[src/rtl/core/lpht_ram.sv]
// ----------------------------------------------------------------------------
// lpht_ram
// Generic simple dual-port RAM, one write and one registered read port.
// ----------------------------------------------------------------------------
module lpht_ram #(
   parameter int WIDTH = 8,
   parameter int DEPTH = 16
) (
   input  logic                     clock,
   input  logic                     wr_en,
   input  logic [$clog2(DEPTH)-1:0] wr_addr,
   input  logic [WIDTH-1:0]         wr_data,
   input  logic [$clog2(DEPTH)-1:0] rd_addr,
   output logic [WIDTH-1:0]         rd_data
);

   logic [WIDTH-1:0] mem [DEPTH];
   logic [WIDTH-1:0] rd_data_ff;

   always_ff @(posedge clock) begin
      if (wr_en) begin
         mem[wr_addr] <= wr_data;
      end
      rd_data_ff <= mem[rd_addr];
   end

   assign rd_data = rd_data_ff;

endmodule

[config.mk]
export PLATFORM = sky130hd
export DESIGN_NAME = lpht_ram
export DESIGN_NICKNAME = d
export VERILOG_FILES = /design/src/rtl/core/lpht_ram.sv
export SDC_FILE = /design/constraint.sdc
export NUM_CORES = 1
export LEC_CHECK = 0
export BUFFER_PORTS_ARGS = -buffer_cell sky130_fd_sc_hd__buf_2
export CORE_MARGIN = 1
export CORE_UTILIZATION = 54
export DETAILED_ROUTE_END_ITERATION = 7
export GPL_ROUTABILITY_DRIVEN = 0
export HOLD_SLACK_MARGIN = 0.05
export PLACE_DENSITY = 0.84
export SYNTH_ARGS = -nofsm -noshare
export SYNTH_HDL_FRONTEND = slang
export SYNTH_SLANG_ARGS = --single-unit
export TNS_END_PERCENT = 1
[constraint.sdc]
create_clock -name clock -period 1.96 [get_ports clock]
set_clock_uncertainty 0.2 [all_clocks]
set_input_delay 0.392 -clock clock [delete_from_list [all_inputs] [get_ports clock]]
set_output_delay 0.392 -clock clock [all_outputs]
set_load 0.01 [all_outputs]
==> results by group <==
Logic synthesis
  – Seq cells post-synth: 136
  – Top FF cell, synth: edfxtp_1
  – Synth warnings: 0
  – Seq/Total Area, Yosys: 77.8%
  – Number of synthesized flops with an enable pin: 128
  – Synth Area in Compound Gates: 2.33%
  – Synthesized cell area: 5150 sq um
  – Cells after Synth: 229
  – Largest family of logic cells by synthesized area: multiplexers
  – XOR/XNOR Fraction of Synth Area: 0%
  – Simple-gate area share of the yosys netlist: 3.18%
  – Post-Synthesis Mean Instance Area: 22.5 sq um
  – Mux share of post-synthesis cell area: 15.0%
  – Synth cell types: 19
  – Share of flip-flops with an asynchronous set or reset: 0%
  – Area share of fa/ha/maj cells after synthesis: 0%
  – Syn_nets: 247

Clock tree
  – Root Buffer: clkbuf_8
  – Worst skew pair latency: 0.51 ns
  – Num CTS Buffers: 17
  – Clock Path Buffers: 2
  – PostCTS Resize Cnt: 0
  – Clk sinks: 136
  – Cts hold-fix bufs: 6
  – Clock slew at reported path FFs: 0.06 ns
  – Post-CTS Setup Bufs: 0
  – CTS tree: done
  – H-tree depth: 4

Layout
  – Layout cells sized above 1: 31.7%
  – Final #Nets: 308
  – Finished Layout Cells: 432
  – Most common library cell in the layout ignoring fill and taps: edfxtp_1
  – Most frequent cells in the layout: edfxtp_1, buf_2, mux4_2, buf_4
  – Antenna Cells: 0
  – Synth-to-layout area growth: 20.9%
  – Final Core Density: 67.4%

Drt
  – Via count: 2508
  – Met1 WL: 4090 um
  – Number of routed nets with antenna violations: 0
  – DR top layer: met4
  – WL final: 9680 um
  – First-pass DRT Iterations: 4
  – Routed met3 length: 427 um
  – # DRC: 0
  – WL met2: 4980 um
  – Via-per-instance ratio: 5.81
  – Iteration-0 DRC Markers: 190
  – WL per Instance: 22.4 um

Timing
  – Final Hold Fails: 0
  – Slew Limit Fails: 0
  – Final min period: 1.68 ns
  – Hold_ws: 0.0678 ns
  – Worst-margin pin slew: 0.411 ns
  – Tcrit/Tclk final: 85.6%
  – Worst rel slew slack: 72.6%
  – Setup violators final: 0
  – Worst setup margin: 0.282 ns
  – RSZ-0062 raised after global routing: false
  – Highest Clock Rate: 0.596 GHz

Floorplan
  – Core Footprint: 9240 sq um
  – I/O pins: 26
  – Die Width: 99.6 um
  – Starting Density: 55.7%
  – DIE AREA: 9930 sq um
  – # rows: 35
  – Die Ht: 99.6 um

Critical path
  – FF-to-FF setup slack: 0.28 ns
  – Critical Path RT: 2.15 ns
  – FF-to-FF End: rd_data[3]
  – Worst reg-to-reg path cell count: 3
  – Critical path endpoint category: flop
  – RR Startpoint: mem[10][3]
  – Crit Path Max Fanout: 1
  – Crit path launch: mem[10][3]
  – Critical path type: flop to flop
  – Worst EP arrival: 1.87 ns
  – Crit path launch type: flop
  – Crit path to: rd_data[3]

Placed design
  – Place WS: -0.0500 ns
  – Hpwl dp: 5770 um
  – Port Buffers: 25
  – Placed insts: 394

Status
  – Status: complete, no violations

Global route
  – First-pass GRT wire length: 14600 um
  – GRT Residual Overflow: 0
  – Vias in the first global route: 2532
  – Largest net degree at the start of global routing: 33
  – Gr usage total: 22.0%
  – Initial antenna violation count: 0

Hold path
  – Hold Path Class: input port to flop
  – Hold path depth: 1

Power
  – Power Density: 1100 nW/um^2
  – Leak Pwr: 2.13 nW
  – Peak VDD IR: 0.722 mV

Flow run
  – Max-cap violations: 0
cell type report:
cell class,count,area (sq um)
multi-input cells,83,1060
fillers,564,3020
clock buffers,18,418
repair buffers,52,380
clock inverters,14,199
flip-flops and latches,136,4000
well taps,129,161
Yosys cell counts (2+ instances only):
cell	n	area [sq um]
nor2_1	13	48.8
nand3b_1	2	15.0
buf_2	3	15.0
buf_6	3	33.8
nand2_1	9	33.8
mux4_1	14	368
clkdlybuf4s25_2	3	30.0
nand2b_1	2	12.5
nor3_1	4	20.0
a22oi_1	16	120
dfxtp_1	8	160
mux4_2	18	405
edfxtp_1	128	3840
worst min path at each step:
stage / start / to / slack, ns
2_1_floorplan: wr_data[0] / mem[0][0] / 0.29
3_3_place_gp: mem[11][1] / rd_data[1] / 0.46
3_5_place_dp: mem[8][5] / rd_data[5] / 0.47
4_1_cts: wr_data[2] / mem[6][2] / 0.05
5_1_grt: wr_data[2] / mem[6][2] / 0.07
6_report: wr_data[2] / mem[6][2] / 0.07
cells by family after synthesis:
family                 count (synthesis)
flip-flops                           136
AND/OR/NAND/NOR                       35
multiplexers                          32
AO/OA/AOI/OAI                         16
buffers and inverters                 10
per-stage QoR:
stage / setup TNS [ns] / area (sq um) / power, mW
4_1_cts: 0 / 6220 / 6.87
3_5_place_dp: -0.0987 / 5550 / 3.64
5_1_grt: 0 / 6220 / 7.03
3_3_place_gp: -0.0317 / 5550 / 3.63
2_1_floorplan: 0 / 5150 / 3.50
6_report: 0 / 6220 / 6.83
where the power goes:
part           internal, mW  switching [mW]
Sequential             3.25          0.0231
Combinational         0.144           0.172
Clock                  2.07            1.16
Total                  5.47            1.36
layer usage:
metal | up-vias | global-route usage, %
li1 | 1093 | -
met5 | - | 0
met1 | 1303 | 28.3
met4 | 0 | 10.1
met2 | 100 | 35.7
met3 | 12 | 5.76
critical path, stage by stage (launching register included):
cell      delay [ns]
edfxtp_1        0.40
mux4_1          0.51
a22oi_1         0.35
nand2_1         0.09
flip-flops by register name (all words and copies together), names as in the netlist:
name     flops
rd_data      8
mem        128
Note: power is estimated with default switching activity, not from simulation.
