==> config.mk <==
export PLATFORM = sky130hd
export DESIGN_NAME = lpht_mod
export DESIGN_NICKNAME = d
export VERILOG_FILES = /design/src/rtl/core/lpht_pkg.sv /design/src/rtl/core/lpht_mod.sv
export SDC_FILE = /design/constraint.sdc
export NUM_CORES = 1
export LEC_CHECK = 0
export BUFFER_PORTS_ARGS = -buffer_cell sky130_fd_sc_hd__clkbuf_2
export CORE_ASPECT_RATIO = 1.25
export CORE_UTILIZATION = 40
export CTS_BUF_LIST = sky130_fd_sc_hd__clkbuf_8 sky130_fd_sc_hd__clkbuf_16
export CTS_CLUSTER_SIZE = 28
export DETAILED_ROUTE_END_ITERATION = 10
export REMOVE_ABC_BUFFERS = 1
export SYNTH_ARGS = -nofsm -noshare
export SYNTH_HDL_FRONTEND = slang
export SYNTH_SLANG_ARGS = --single-unit
==> constraint.sdc <==
create_clock -name clock -period 13.43 [get_ports clock]
set_input_delay 0.6715 -clock clock [delete_from_list [all_inputs] [get_ports clock]]
set_output_delay 0.6715 -clock clock [all_outputs]
set_load 0.1 [all_outputs]
==> src/rtl/core/lpht_pkg.sv <==
// ----------------------------------------------------------------------------
// lpht_pkg
// Types, codes and helpers shared by the linear probing hash table modules.
// ----------------------------------------------------------------------------
package lpht_pkg;

   localparam int SZW         = 11;
   localparam int LIMW        = 8;
   localparam int CMDW        = 2;
   localparam int HASHW       = 32;
   localparam int KEYW        = 64;
   localparam int VALW        = 64;
   localparam int LENW        = 4;
   localparam int STW         = 2;
   localparam int KEY_BYTES   = 8;
   localparam int VALUE_BYTES = 8;

   localparam int MOD_BITS_PER_CYCLE = 4;
   localparam int MOD_CYCLES         = HASHW / MOD_BITS_PER_CYCLE;
   localparam int MOD_CNTW           = $clog2(MOD_CYCLES);

   localparam logic [CMDW-1:0] CMD_INSERT = 2'd0;
   localparam logic [CMDW-1:0] CMD_LOOKUP = 2'd1;
   localparam logic [CMDW-1:0] CMD_DELETE = 2'd2;

   localparam logic [STW-1:0] ST_OK      = 2'd0;
   localparam logic [STW-1:0] ST_MISS    = 2'd1;
   localparam logic [STW-1:0] ST_REFUSED = 2'd2;

   localparam logic REG_TABLE_SIZE = 1'b0;
   localparam logic REG_LOAD_LIMIT = 1'b1;

   localparam logic [SZW-1:0]  TABLE_SIZE_RESET = 11'd1024;
   localparam logic [LIMW-1:0] LOAD_LIMIT_RESET = 8'd192;

   typedef struct packed {
      logic            valid;
      logic [LENW-1:0] key_len;
      logic [KEYW-1:0] key;
      logic [LENW-1:0] value_len;
      logic [VALW-1:0] value;
   } slot_type;

   typedef struct packed {
      logic           busy;
      logic [SZW-1:0] rem;
   } mod_status_type;

   // keeps the low min(len, nbytes, 8) bytes
   function automatic logic [63:0] byte_mask(input logic [LENW-1:0] len, input int nbytes);
      logic [63:0] m;
      m = '0;
      for (int i = 0; i < 8; i++) begin
         if ((i < int'(len)) && (i < nbytes)) begin
            m[8*i +: 8] = 8'hFF;
         end
      end
      return m;
   endfunction

endpackage

==> src/rtl/core/lpht_mod.sv <==
// ----------------------------------------------------------------------------
// lpht_mod
// Iterative hash modulo table size, four remainder steps per cycle.
// ----------------------------------------------------------------------------
module lpht_mod
   import lpht_pkg::*;
(
   input  logic             clock,
   input  logic             reset,
   input  logic             start,
   input  logic [HASHW-1:0] hash,
   input  logic [SZW-1:0]   size,
   output mod_status_type   status
);

   logic [HASHW-1:0]    div_ff, div_in;
   logic [SZW-1:0]      rem_ff, rem_in;
   logic [SZW-1:0]      size_ff;
   logic [MOD_CNTW-1:0] cnt_ff;
   logic                busy_ff;

   always_comb begin
      logic [SZW:0] r2;
      div_in = div_ff;
      rem_in = rem_ff;
      for (int i = 0; i < MOD_BITS_PER_CYCLE; i++) begin
         r2     = {rem_in, div_in[HASHW-1]};
         div_in = {div_in[HASHW-2:0], 1'b0};
         if (r2 >= {1'b0, size_ff}) begin
            r2 = r2 - {1'b0, size_ff};
         end
         rem_in = r2[SZW-1:0];
      end
   end

   always_ff @(posedge clock) begin
      if (reset) begin
         busy_ff <= 1'b0;
         cnt_ff  <= '0;
      end else if (start) begin
         busy_ff <= 1'b1;
         cnt_ff  <= '0;
      end else if (busy_ff) begin
         cnt_ff <= cnt_ff + MOD_CNTW'(1);
         if (cnt_ff == MOD_CNTW'(MOD_CYCLES - 1)) begin
            busy_ff <= 1'b0;
         end
      end
   end

   always_ff @(posedge clock) begin
      if (start) begin
         div_ff  <= hash;
         rem_ff  <= '0;
         size_ff <= size;
      end else if (busy_ff) begin
         div_ff <= div_in;
         rem_ff <= rem_in;
      end
   end

   assign status.busy = busy_ff;
   assign status.rem  = rem_ff;

endmodule

==> impl_metrics.py, run 1 <==
metrics = {
    "critical_path": {
        "worst_setup_path_start_kind": "register",
        "critPathSlowestCell": "sky130_fd_sc_hd__a211oi_4",
        "crit_type": "register to register",
        "critPathRequiredTime_ns": 13.64,
        "timing.critical_path.arrival_ns": 10.00,
        "timing.critical_path.to_type": "register",
        "reg2reg_from": "size_ff[0]",
        "regToRegSetupSlack_ns": 3.64,
        "worst_r2r_endpoint": "rem_ff[0]",
        "timing.reg2reg.worst_path_depth": 31,
        "critPathMaxStageDelay_ns": 0.66,
        "path_max_fanout": 18,
    },
    "outcome": {
        "outcome": "completed",
    },
    "global_routing": {
        "global_route_wire_length_before_repair_um": 20200,
        "grt_util_overall_pct": 21.2,
        "grt_overflow_total": 0,
        "grt_pass1_vias": 4013,
        "grt_start_max_net_pins": 58,
        "grt_antenna_before_repair": 0,
    },
    "die": {
        "chipWidth_um": 100,
        "die_area_um2": 12500,
        "floorplan.initialDensity_pct": 41.1,
        "die_h_um": 125,
        "site_rows": 44,
        "pin_count": 58,
        "core_area_um2": 11700,
    },
    "placement": {
        "placement.setup.worst_slack_ns": 3.85,
        "detailed_place_hpwl_um": 9830,
        "globalplace.congestion": 0.899,
        "port-buffer-count": 57,
    },
    "sta": {
        "timing_worst_slew_pin_value_ns": 0.751,
        "grt_setup_unrepaired": "no",
        "final-hold-violation-count": 0,
        "finalCriticalPeriod_ns": 9.79,
        "setup_ws_final_ns": 3.64,
        "drv_slew": 0,
        "setup_violations": 0,
        "total_neg_setup_slack_ns": 0,
        "max_clock_freq_ghz": 0.102,
        "final_min_period_over_clock_period_pct": 72.9,
        "slew_headroom_pct": 49.7,
        "finClkSkew_ns": 0.00621,
    },
    "drt": {
        "detailedRoute.firstPassIterationCount": 4,
        "post-route-drc-count": 0,
        "drt_iter0_drc": 267,
        "avgViaCountPerCell": 5.52,
        "route.antenna.remaining_nets": 0,
        "num_vias": 3875,
        "routed_wirelength_um": 12600,
        "routedWlPerCell_um": 17.9,
    },
    "clock_network": {
        "clkTransAtPathRegs_ns": 0.05,
        "clock_tree_sinks": 58,
        "holdBufCountCts": 0,
        "cts_resized": 0,
        "tritoncts.num_buffers": 9,
        "cts.path.max_buffers": 2,
        "tritoncts_clock_tree": "yes",
        "h-tree-depth": 3,
        "post_cts_buffers": 0,
        "clock_tree.root_cell": "sky130_fd_sc_hd__clkbuf_16",
        "clkLatencyLatePin_ns": 0.32,
    },
    "synth": {
        "synth-edff-count": 43,
        "synthFlopType": "sky130_fd_sc_hd__edfxtp_1",
        "syn-instance-count": 478,
        "cell_taking_the_most_area_after_synthesis": "sky130_fd_sc_hd__edfxtp_1",
        "yosys_register_bits": 58,
        "synth_warnings": 0,
        "mappedNetlistArea_um2": 4800,
        "ys_seq_area_share_pct": 33.1,
        "avgSynthCellArea_um2": 10.0,
        "async_flop_share_pct": 0,
        "synthDistinctLibCells": 71,
        "synthTopCellsByArea": "sky130_fd_sc_hd__edfxtp_1 27%, sky130_fd_sc_hd__ha_1 12%, sky130_fd_sc_hd__mux2_2 9.6%",
        "synth_top_area_share_pct": 26.9,
    },
    "min_path": {
        "holdCritPathClass": "input pin to register",
        "min_delay_path_depth": 1,
        "hold_start": "size[4]",
        "worstHoldEndpoint": "size_ff[4]",
    },
    "cells_and_area": {
        "fillers": 1141,
        "num-nets-final": 632,
        "post_route_cells_drive_above_1_share_pct": 23.8,
        "area_growth_pct": 14.8,
        "antennaDiodeCount": 0,
    },
    "job": {
        "max_cap_viol_count": 0,
    },
}
==> state kept, by name, indices dropped and copies added, names as in the netlist <==
register and count:
div_ff 32, cnt_ff 3, size_ff 11, rem_ff 11, busy_ff 1
==> per-stage QoR <==
stage | util [%] | std cells | hold WS, ns | instance area [um2]
after floorplan | - | 465 | 0.497 | 4720
after global placement | 44.8 | 686 | 0.512 | 5230
after detailed placement | 44.8 | 686 | 0.527 | 5230
after CTS | 47.2 | 702 | 0.510 | 5510
after global routing | 47.2 | 702 | 0.511 | 5510
final | 47.2 | 702 | 0.524 | 5510
==> area by class of cell <==
class	count	area (um2)	area share, %
Tap cell	161	201	3.65
Inverter	33	124	2.25
Clock inverter	4	17.5	0.318
Timing Repair Buffer	60	308	5.58
Multi-Input combinational cell	374	3010	54.5
Clock buffer	12	267	4.83
Sequential cell	58	1590	28.9
==> cell usage after synthesis (2+ instances only) <==
cell type                  number
sky130_fd_sc_hd__a211oi_1       7
sky130_fd_sc_hd__a211oi_2       2
sky130_fd_sc_hd__a21boi_0       2
sky130_fd_sc_hd__a21o_1         8
sky130_fd_sc_hd__a21oi_1       31
sky130_fd_sc_hd__a221oi_1       2
sky130_fd_sc_hd__a311oi_1       3
sky130_fd_sc_hd__a41o_1         2
sky130_fd_sc_hd__and2_1         5
sky130_fd_sc_hd__and3_1         2
sky130_fd_sc_hd__buf_1          3
sky130_fd_sc_hd__buf_4          2
sky130_fd_sc_hd__clkbuf_1       5
sky130_fd_sc_hd__dfxtp_1       15
sky130_fd_sc_hd__edfxtp_1      43
sky130_fd_sc_hd__fa_1           4
sky130_fd_sc_hd__ha_1          46
sky130_fd_sc_hd__inv_1         31
sky130_fd_sc_hd__inv_2          2
sky130_fd_sc_hd__mux2_1         4
sky130_fd_sc_hd__mux2_2        41
sky130_fd_sc_hd__mux2i_1       12
sky130_fd_sc_hd__nand2_1       15
sky130_fd_sc_hd__nand2b_1      11
sky130_fd_sc_hd__nand3_1        7
sky130_fd_sc_hd__nand3b_1       2
sky130_fd_sc_hd__nand4_1        7
sky130_fd_sc_hd__nor2_1        36
sky130_fd_sc_hd__nor2_2         3
sky130_fd_sc_hd__nor2b_1        4
sky130_fd_sc_hd__nor3_1        15
sky130_fd_sc_hd__nor3b_1        3
sky130_fd_sc_hd__nor4_1         2
sky130_fd_sc_hd__o211ai_1       7
sky130_fd_sc_hd__o21a_1         9
sky130_fd_sc_hd__o21ai_0       11
sky130_fd_sc_hd__o21ai_1        4
sky130_fd_sc_hd__o21bai_1       2
sky130_fd_sc_hd__o22ai_1        2
sky130_fd_sc_hd__o31a_1         3
sky130_fd_sc_hd__o31ai_1        3
sky130_fd_sc_hd__or2_1          2
sky130_fd_sc_hd__or3_1          5
sky130_fd_sc_hd__xnor2_1       16
sky130_fd_sc_hd__xor2_1        11
==> layer usage <==
layer / up-vias / global-route usage, % / wire (um)
li1: 1911 / - / -
met1: 1807 / 25.4 / 5380
met2: 117 / 34.2 / 5870
met3: 40 / 4.60 / 590
met4: 0 / 13.2 / 743
met5: - / 0 / 0
==> worst max path at each step <==
stage	from	to
5_1_grt	size_ff[0]	rem_ff[0]
3_3_place_gp	size_ff[0]	rem_ff[0]
6_report	size_ff[0]	rem_ff[0]
4_1_cts	size_ff[0]	rem_ff[0]
2_1_floorplan	rem_ff[0]	rem_ff[0]
3_5_place_dp	size_ff[0]	rem_ff[0]
==> logic make-up after synthesis <==
| kind of cell | Yosys count | share of synthesized area, % |
|---|---|---|
| and+or+nand+nor | 123 | 13.1 |
| AOI/OAI and AO/OA | 116 | 17.5 |
| muxes | 58 | 13.4 |
| DFF | 58 | 33.1 |
| adders and majority gates | 50 | 13.7 |
| buffers and inverters | 46 | 4.27 |
| xor gates and xnor gates | 27 | 4.92 |
==> cell usage in the layout, fill, tap and decap left out, types with 4 or more instances in the layout <==
cell | synthesis | final
sky130_fd_sc_hd__or3_1 | 5 | 5
sky130_fd_sc_hd__nor2b_1 | 4 | 4
sky130_fd_sc_hd__nand3_1 | 7 | 7
sky130_fd_sc_hd__and2_1 | 5 | 5
sky130_fd_sc_hd__o211ai_1 | 7 | 7
sky130_fd_sc_hd__edfxtp_1 | 43 | 43
sky130_fd_sc_hd__mux2_1 | 4 | 4
sky130_fd_sc_hd__mux2i_1 | 12 | 12
sky130_fd_sc_hd__nand2b_1 | 11 | 11
sky130_fd_sc_hd__o21ai_0 | 11 | 11
sky130_fd_sc_hd__inv_1 | 31 | 32
sky130_fd_sc_hd__xor2_1 | 11 | 11
sky130_fd_sc_hd__nand2_1 | 15 | 15
sky130_fd_sc_hd__nor3_1 | 15 | 15
sky130_fd_sc_hd__fa_1 | 4 | 4
sky130_fd_sc_hd__xnor2_1 | 16 | 16
sky130_fd_sc_hd__a21o_1 | 8 | 8
sky130_fd_sc_hd__a21oi_1 | 31 | 31
sky130_fd_sc_hd__ha_1 | 46 | 46
sky130_fd_sc_hd__clkbuf_2 | 0 | 57
sky130_fd_sc_hd__o21a_1 | 9 | 9
sky130_fd_sc_hd__dfxtp_1 | 15 | 15
sky130_fd_sc_hd__nor2_1 | 36 | 36
sky130_fd_sc_hd__clkbuf_16 | 0 | 9
sky130_fd_sc_hd__mux2_2 | 41 | 41
sky130_fd_sc_hd__o21ai_1 | 4 | 4
sky130_fd_sc_hd__a211oi_1 | 7 | 7
sky130_fd_sc_hd__nand4_1 | 7 | 7
==> critical path, delay by kind of cell, from the launching register on <==
kind	cells	cell delay (ns)
AO/OA/AOI/OAI	17	4.64
adder cells (fa/ha/maj)	5	1.89
flip-flops	1	0.46
multiplexers	3	1.25
AND/OR/NAND/NOR	6	1.42
Power of run 1 is left out: the tool's default activity adds up to more than one toggle a clock period on the data nets, which glitch-free logic cannot reach.
==> inputs of run 2 (changes only) <==
- ABC_AREA: unset -> 1
- clock period: 13.43 -> 8 ns (I/O delays scaled with it)
==> impl_metrics.py, run 2 <==
metrics = {
    "sta": {
        "final-hold-violation-count": 0,
        "timing_worst_slew_pin_value_ns": 0.846,
        "finalCriticalPeriod_ns": 7.40,
        "setup_ws_final_ns": 0.604,
        "setup_violations": 0,
        "final_min_period_over_clock_period_pct": 92.5,
        "finClkSkew_ns": 0.00564,
        "slew_headroom_pct": 43.4,
        "drv_slew": 0,
        "max_clock_freq_ghz": 0.135,
    },
    "synth": {
        "yosys.area_share.simple_pct": 32.6,
        "synth_top_area_share_pct": 25.7,
        "synth_commonest_cells": "270 x sky130_fd_sc_hd__nand2_1, 93 x sky130_fd_sc_hd__inv_1, 46 x sky130_fd_sc_hd__ha_1, 43 x sky130_fd_sc_hd__edfxtp_1, 41 x sky130_fd_sc_hd__nand3_1",
        "post_synth_xor_area_fraction_pct": 5.58,
        "async_flop_share_pct": 0,
        "yosys_register_bits": 58,
        "synth_compound_area_share_pct": 8.25,
        "synth.mux.area_fraction_pct": 0,
        "avgSynthCellArea_um2": 7.08,
        "synth.most_common_cell": "sky130_fd_sc_hd__nand2_1",
        "synthDistinctLibCells": 41,
        "cell_taking_the_most_area_after_synthesis": "sky130_fd_sc_hd__edfxtp_1",
        "synth_adder_area_share_pct": 13.1,
        "ys_seq_area_share_pct": 31.7,
        "synth_warnings": 0,
        "synthTopCellsByArea": "sky130_fd_sc_hd__edfxtp_1 26%, sky130_fd_sc_hd__nand2_1 20%, sky130_fd_sc_hd__ha_1 11%",
        "syn-instance-count": 709,
        "mappedNetlistArea_um2": 5020,
        "synthFlopType": "sky130_fd_sc_hd__edfxtp_1",
        "largest_family_of_logic_cells_by_synthesized_area": "simple AND/OR/NAND/NOR gates",
        "synth-edff-count": 43,
    },
    "global_routing": {
        "grt_start_max_net_pins": 48,
        "grt_util_overall_pct": 22.6,
        "grt_pass1_vias": 4632,
        "grt_antenna_before_repair": 0,
        "grt_overflow_total": 0,
        "global_route_wire_length_before_repair_um": 22400,
    },
    "cells_and_area": {
        "reg.largest.list": "div_ff: 32 flops, rem_ff: 11 flops, size_ff: 11 flops",
        "final_cell_count_no_fill": 947,
        "area_growth_pct": 16.8,
        "fillers": 1267,
        "postLayoutCellArea_um2": 5860,
        "fin_util_pct": 48.0,
        "area_occupied_by_registers_um2": 1590,
        "max_flop_register": "div_ff",
        "num-nets-final": 874,
        "largest_reg_flops": 32,
        "layout_common_cells": "270 x sky130_fd_sc_hd__nand2_1, 95 x sky130_fd_sc_hd__inv_1, 57 x sky130_fd_sc_hd__clkbuf_2",
        "footprint_of_the_multi_input_gates_um2": 3010,
        "antennaDiodeCount": 0,
        "post_route_cells_drive_above_1_share_pct": 14.9,
        "layout_commonest_cell": "sky130_fd_sc_hd__nand2_1",
    },
    "drt": {
        "post-route-drc-count": 0,
        "route.antenna.remaining_nets": 0,
        "routedWlPerCell_um": 14.8,
        "routed_wirelength_um": 14100,
        "num_vias": 4765,
        "detailedRoute.firstPassIterationCount": 5,
        "avgViaCountPerCell": 5.03,
        "drt_iter0_drc": 378,
    },
    "placement": {
        "postPlaceCellArea_um2": 5490,
        "port-buffer-count": 57,
        "globalplace.congestion": 0.945,
        "placement.setup.worst_slack_ns": 0.203,
        "detailed_place_hpwl_um": 11300,
        "placed_cells_incl_taps": 923,
    },
    "die": {
        "floorplan.initialDensity_pct": 41.1,
        "core_area_um2": 12200,
        "pin_count": 58,
        "site_rows": 45,
        "die_area_um2": 13000,
        "die_h_um": 127,
        "chipWidth_um": 102,
    },
    "critical_path": {
        "worst_r2r_endpoint": "rem_ff[0]",
        "crit_type": "register to register",
        "critPathMaxStageDelay_ns": 0.42,
        "timing.critical_path.arrival_ns": 7.66,
        "critPathSlowestCell": "sky130_fd_sc_hd__fa_1",
        "cpMostUsedCell": "sky130_fd_sc_hd__nand2_1",
        "timing.critical_path.to_type": "register",
        "endpoint": "rem_ff[0]",
        "worst_setup_path_start_kind": "register",
        "cp.depth": 45,
        "critPathRequiredTime_ns": 8.27,
        "regToRegSetupSlack_ns": 0.60,
        "crit_buf_inv": 8,
        "critical_path.top_delay_family": "simple AND/OR/NAND/NOR gates",
        "timing.reg2reg.worst_path_depth": 45,
        "reg2reg_from": "div_ff[31]",
        "path_max_fanout": 19,
        "crit_path_start": "div_ff[31]",
    },
    "outcome": {
        "outcome": "completed",
    },
    "min_path": {
        "holdCritPathClass": "input pin to register",
    },
    "job": {
        "max_cap_viol_count": 0,
    },
    "clock_network": {
        "tritoncts_clock_tree": "yes",
        "clkLatencyLatePin_ns": 0.33,
        "clkTransAtPathRegs_ns": 0.05,
        "h-tree-depth": 3,
        "cts.path.max_buffers": 2,
        "clock_tree.root_cell": "sky130_fd_sc_hd__clkbuf_16",
        "tritoncts.num_buffers": 9,
        "clock_tree_sinks": 58,
    },
}
==> run 2: cell types whose count changed after synthesis, moves of 10 or more <==
cell and delta:
sky130_fd_sc_hd__inv_1 +62, sky130_fd_sc_hd__mux2_2 -41, sky130_fd_sc_hd__mux2i_1 -12, sky130_fd_sc_hd__nand2_1 +255
sky130_fd_sc_hd__nand2b_1 -11, sky130_fd_sc_hd__nand3_1 +34, sky130_fd_sc_hd__nor3_1 -12, sky130_fd_sc_hd__xor2_1 +10
==> run 2: cell type report <==
cell class,count,share of cell area (%)
Inverter,95,6.08
Multi-Input combinational cell,540,51.3
Sequential cell,58,27.1
Clock buffer,10,4.08
Clock inverter,6,0.875
Tap cell,164,3.50
Timing Repair Buffer,74,7.04
==> run 2: kinds of logic after synthesis <==
group | Yosys count
buffers and inverters | 111
AO/OA/AOI/OAI | 73
adder cells (fa/ha/maj) | 50
AND/OR/NAND/NOR | 385
XOR/XNOR | 32
flip-flops | 58
==> run 2: how the worst min path moves through the flow <==
stage / start / end / slack (ns) / cells past startpoint
4_1_cts: size[8] / size_ff[8] / 0.24 / 1
6_report: size[8] / size_ff[8] / 0.25 / 1
2_1_floorplan: cnt_ff[1] / cnt_ff[1] / 0.44 / 2
3_3_place_gp: cnt_ff[2] / cnt_ff[2] / 0.45 / 2
5_1_grt: size[1] / size_ff[1] / 0.25 / 1
3_5_place_dp: cnt_ff[2] / cnt_ff[2] / 0.46 / 2
==> run 2: what timing repair did <==
action / CTS / global route
resized for setup: 0 / 10
setup endpoints to repair: 0 / 11
setup buffers: 0 / 8
hold buffers: 0 / 0
==> run 2: metrics by stage <==
step / setup TNS, ns / hold WS [ns]
floorplan: 0 / 0.441
global placement: 0 / 0.452
detailed placement: 0 / 0.464
CTS: 0 / 0.239
global route: -0.00294 / 0.245
finish: 0 / 0.253
==> run 2: routing by layer <==
metal	wire length [um]	vias up	part of all wire, %	global-route usage, %
met5	0	-	0	0
met4	508	0	3.6	9.83
met3	551	26	3.9	3.12
met2	7300	125	52	40.9
met1	5700	2200	41	26.1
li1	-	2414	-	-
Power of run 2 is left out for the same reason.
==> inputs of run 3 (changes only) <==
- CELL_PAD_IN_SITES_DETAIL_PLACEMENT: unset -> 0
- CELL_PAD_IN_SITES_GLOBAL_PLACEMENT: unset -> 1
- CORE_UTILIZATION: 40 -> 39
- PLACE_DENSITY_LB_ADDON: unset -> 0.1
==> impl_metrics.py, run 3 (synthesis gave the netlist of run 2 again) <==
metrics = {
    "cells_and_area": {
        "postLayoutCellArea_um2": 5870,
        "antennaDiodeCount": 0,
        "largest_reg_flops": 32,
        "num-nets-final": 872,
        "layout_common_cells": "270 x sky130_fd_sc_hd__nand2_1, 94 x sky130_fd_sc_hd__inv_1, 57 x sky130_fd_sc_hd__clkbuf_2",
        "max_flop_register": "div_ff",
        "footprint_of_the_multi_input_gates_um2": 3030,
        "area_occupied_by_registers_um2": 1590,
        "final_cell_count_no_fill": 949,
        "area_growth_pct": 16.8,
        "fillers": 1312,
        "post_route_cells_drive_above_1_share_pct": 14.5,
        "layout_commonest_cell": "sky130_fd_sc_hd__nand2_1",
        "reg.largest.list": "div_ff: 32 flops, rem_ff: 11 flops, size_ff: 11 flops",
    },
    "sta": {
        "drv_slew": 0,
        "setup_violations": 0,
        "final_min_period_over_clock_period_pct": 92.8,
        "grt_setup_unrepaired": "no",
        "max_clock_freq_ghz": 0.135,
        "timing_worst_slew_pin_value_ns": 0.856,
        "finClkSkew_ns": 0.00658,
        "slew_headroom_pct": 42.7,
        "finalCriticalPeriod_ns": 7.42,
        "final-hold-violation-count": 0,
        "total_neg_setup_slack_ns": 0,
    },
    "global_routing": {
        "grt_util_overall_pct": 21.2,
        "grt_overflow_total": 0,
        "global_route_met2_usage_pct": 37.7,
        "grt_start_max_net_pins": 48,
        "global_route_wire_length_before_repair_um": 21900,
        "grt_pass1_vias": 4455,
        "global_route_met3_utilization_pct": 3.95,
        "met1_usage_pct": 24.6,
        "grt_antenna_before_repair": 0,
        "layer_with_the_highest_usage_after_global_routing": "met2",
    },
    "placement": {
        "placed_cells_incl_taps": 926,
        "port-buffer-count": 57,
        "postPlaceCellArea_um2": 5490,
        "globalplace.congestion": 0.915,
        "detailed_place_hpwl_um": 11100,
    },
    "critical_path": {
        "regToRegSetupSlack_ns": 0.58,
        "cpMostUsedCell": "sky130_fd_sc_hd__nand2_1",
        "worst_r2r_endpoint": "rem_ff[2]",
        "timing.reg2reg.worst_path_depth": 42,
        "critPathMaxStageDelay_ns": 0.50,
        "reg2reg_from": "size_ff[0]",
        "critPathSlowestCell": "sky130_fd_sc_hd__edfxtp_1",
        "crit_type": "register to register",
        "timing.critical_path.to_type": "register",
        "crit_path_start": "size_ff[0]",
        "path_max_fanout": 19,
        "critPathRequiredTime_ns": 8.27,
        "endpoint": "rem_ff[2]",
        "timing.critical_path.arrival_ns": 7.70,
        "worst_setup_path_start_kind": "register",
    },
    "die": {
        "pin_count": 58,
        "floorplan.initialDensity_pct": 39.8,
        "core_area_um2": 12600,
        "site_rows": 46,
        "chipWidth_um": 104,
        "die_area_um2": 13300,
        "die_h_um": 129,
    },
    "job": {
        "max_cap_viol_count": 0,
    },
    "clock_network": {
        "clkTransAtPathRegs_ns": 0.05,
        "clkLatencyLatePin_ns": 0.33,
        "cts.path.max_buffers": 2,
        "tritoncts.num_buffers": 9,
        "clock_tree_sinks": 58,
        "holdBufCountCts": 0,
        "tritoncts_clock_tree": "yes",
        "h-tree-depth": 3,
        "clock_tree.root_cell": "sky130_fd_sc_hd__clkbuf_16",
    },
    "drt": {
        "routedWlPerCell_um": 14.5,
        "avgViaCountPerCell": 4.91,
        "route.antenna.remaining_nets": 0,
        "drt_iter0_drc": 259,
        "routed_wirelength_um": 13700,
        "num_vias": 4662,
        "detailedRoute.firstPassIterationCount": 4,
        "post-route-drc-count": 0,
    },
    "min_path": {
        "holdCritPathClass": "input pin to register",
    },
    "outcome": {
        "outcome": "completed",
    },
}
run 3: changes by cell type in the layout (fill, tap and decap cells not counted), moves of 2 or more:
cell                         previous run  this run
sky130_fd_sc_hd__clkinvlp_4             0         2
sky130_fd_sc_hd__o21ai_2                4         1
sky130_fd_sc_hd__o21ai_1                8        10
sky130_fd_sc_hd__buf_4                 17        14
run 3: final cells by class:
| cell class | count | area share [%] |
|---|---|---|
| inverters | 95 | 6.08 |
| well taps | 168 | 3.58 |
| flip-flops and latches | 58 | 27.1 |
| multi-input cells | 541 | 51.7 |
| clock inverters | 7 | 1.05 |
| clock buffers | 9 | 3.84 |
| repair buffers | 71 | 6.66 |
run 3: what timing repair did:
action                     in CTS  in global routing
gates resized for setup         0                  9
setup buffers                   0                  6
setup endpoints to repair       0                 11
run 3: worst min path at each step:
stage          startpoint          end  slack, ns  cells after the start
3_3_place_gp    cnt_ff[2]    cnt_ff[2]       0.45                      2
4_1_cts          size[10]  size_ff[10]       0.23                      1
2_1_floorplan   cnt_ff[1]    cnt_ff[1]       0.44                      2
3_5_place_dp    cnt_ff[2]    cnt_ff[2]       0.46                      2
5_1_grt           size[9]   size_ff[9]       0.24                      1
6_report         size[10]  size_ff[10]       0.24                      1
run 3: worst max-delay path, delay by kind of cell (launching register included):
kind,cells,cell delay (ns)
AO/OA/AOI/OAI,11,1.85
adder cells (fa/ha/maj),5,1.73
buffers and inverters,6,0.62
AND/OR/NAND/NOR,20,2.68
flip-flops,1,0.50
run 3: routing by layer:
layer	up-vias	part of all wire, %
met4	0	3.8
met2	115	49
met5	-	0
li1	2423	-
met3	32	4.0
met1	2092	43
run 3: through the flow:
step	worst slack [ns]	util (%)	hold WS [ns]
after floorplan	1.02	-	0.441
after global placement	0.312	43.6	0.449
after detailed placement	0.254	43.6	0.459
after CTS	0.203	45.8	0.231
after global routing	0.0219	46.5	0.243
final	0.576	46.5	0.245
Power of run 3 is left out for the same reason.
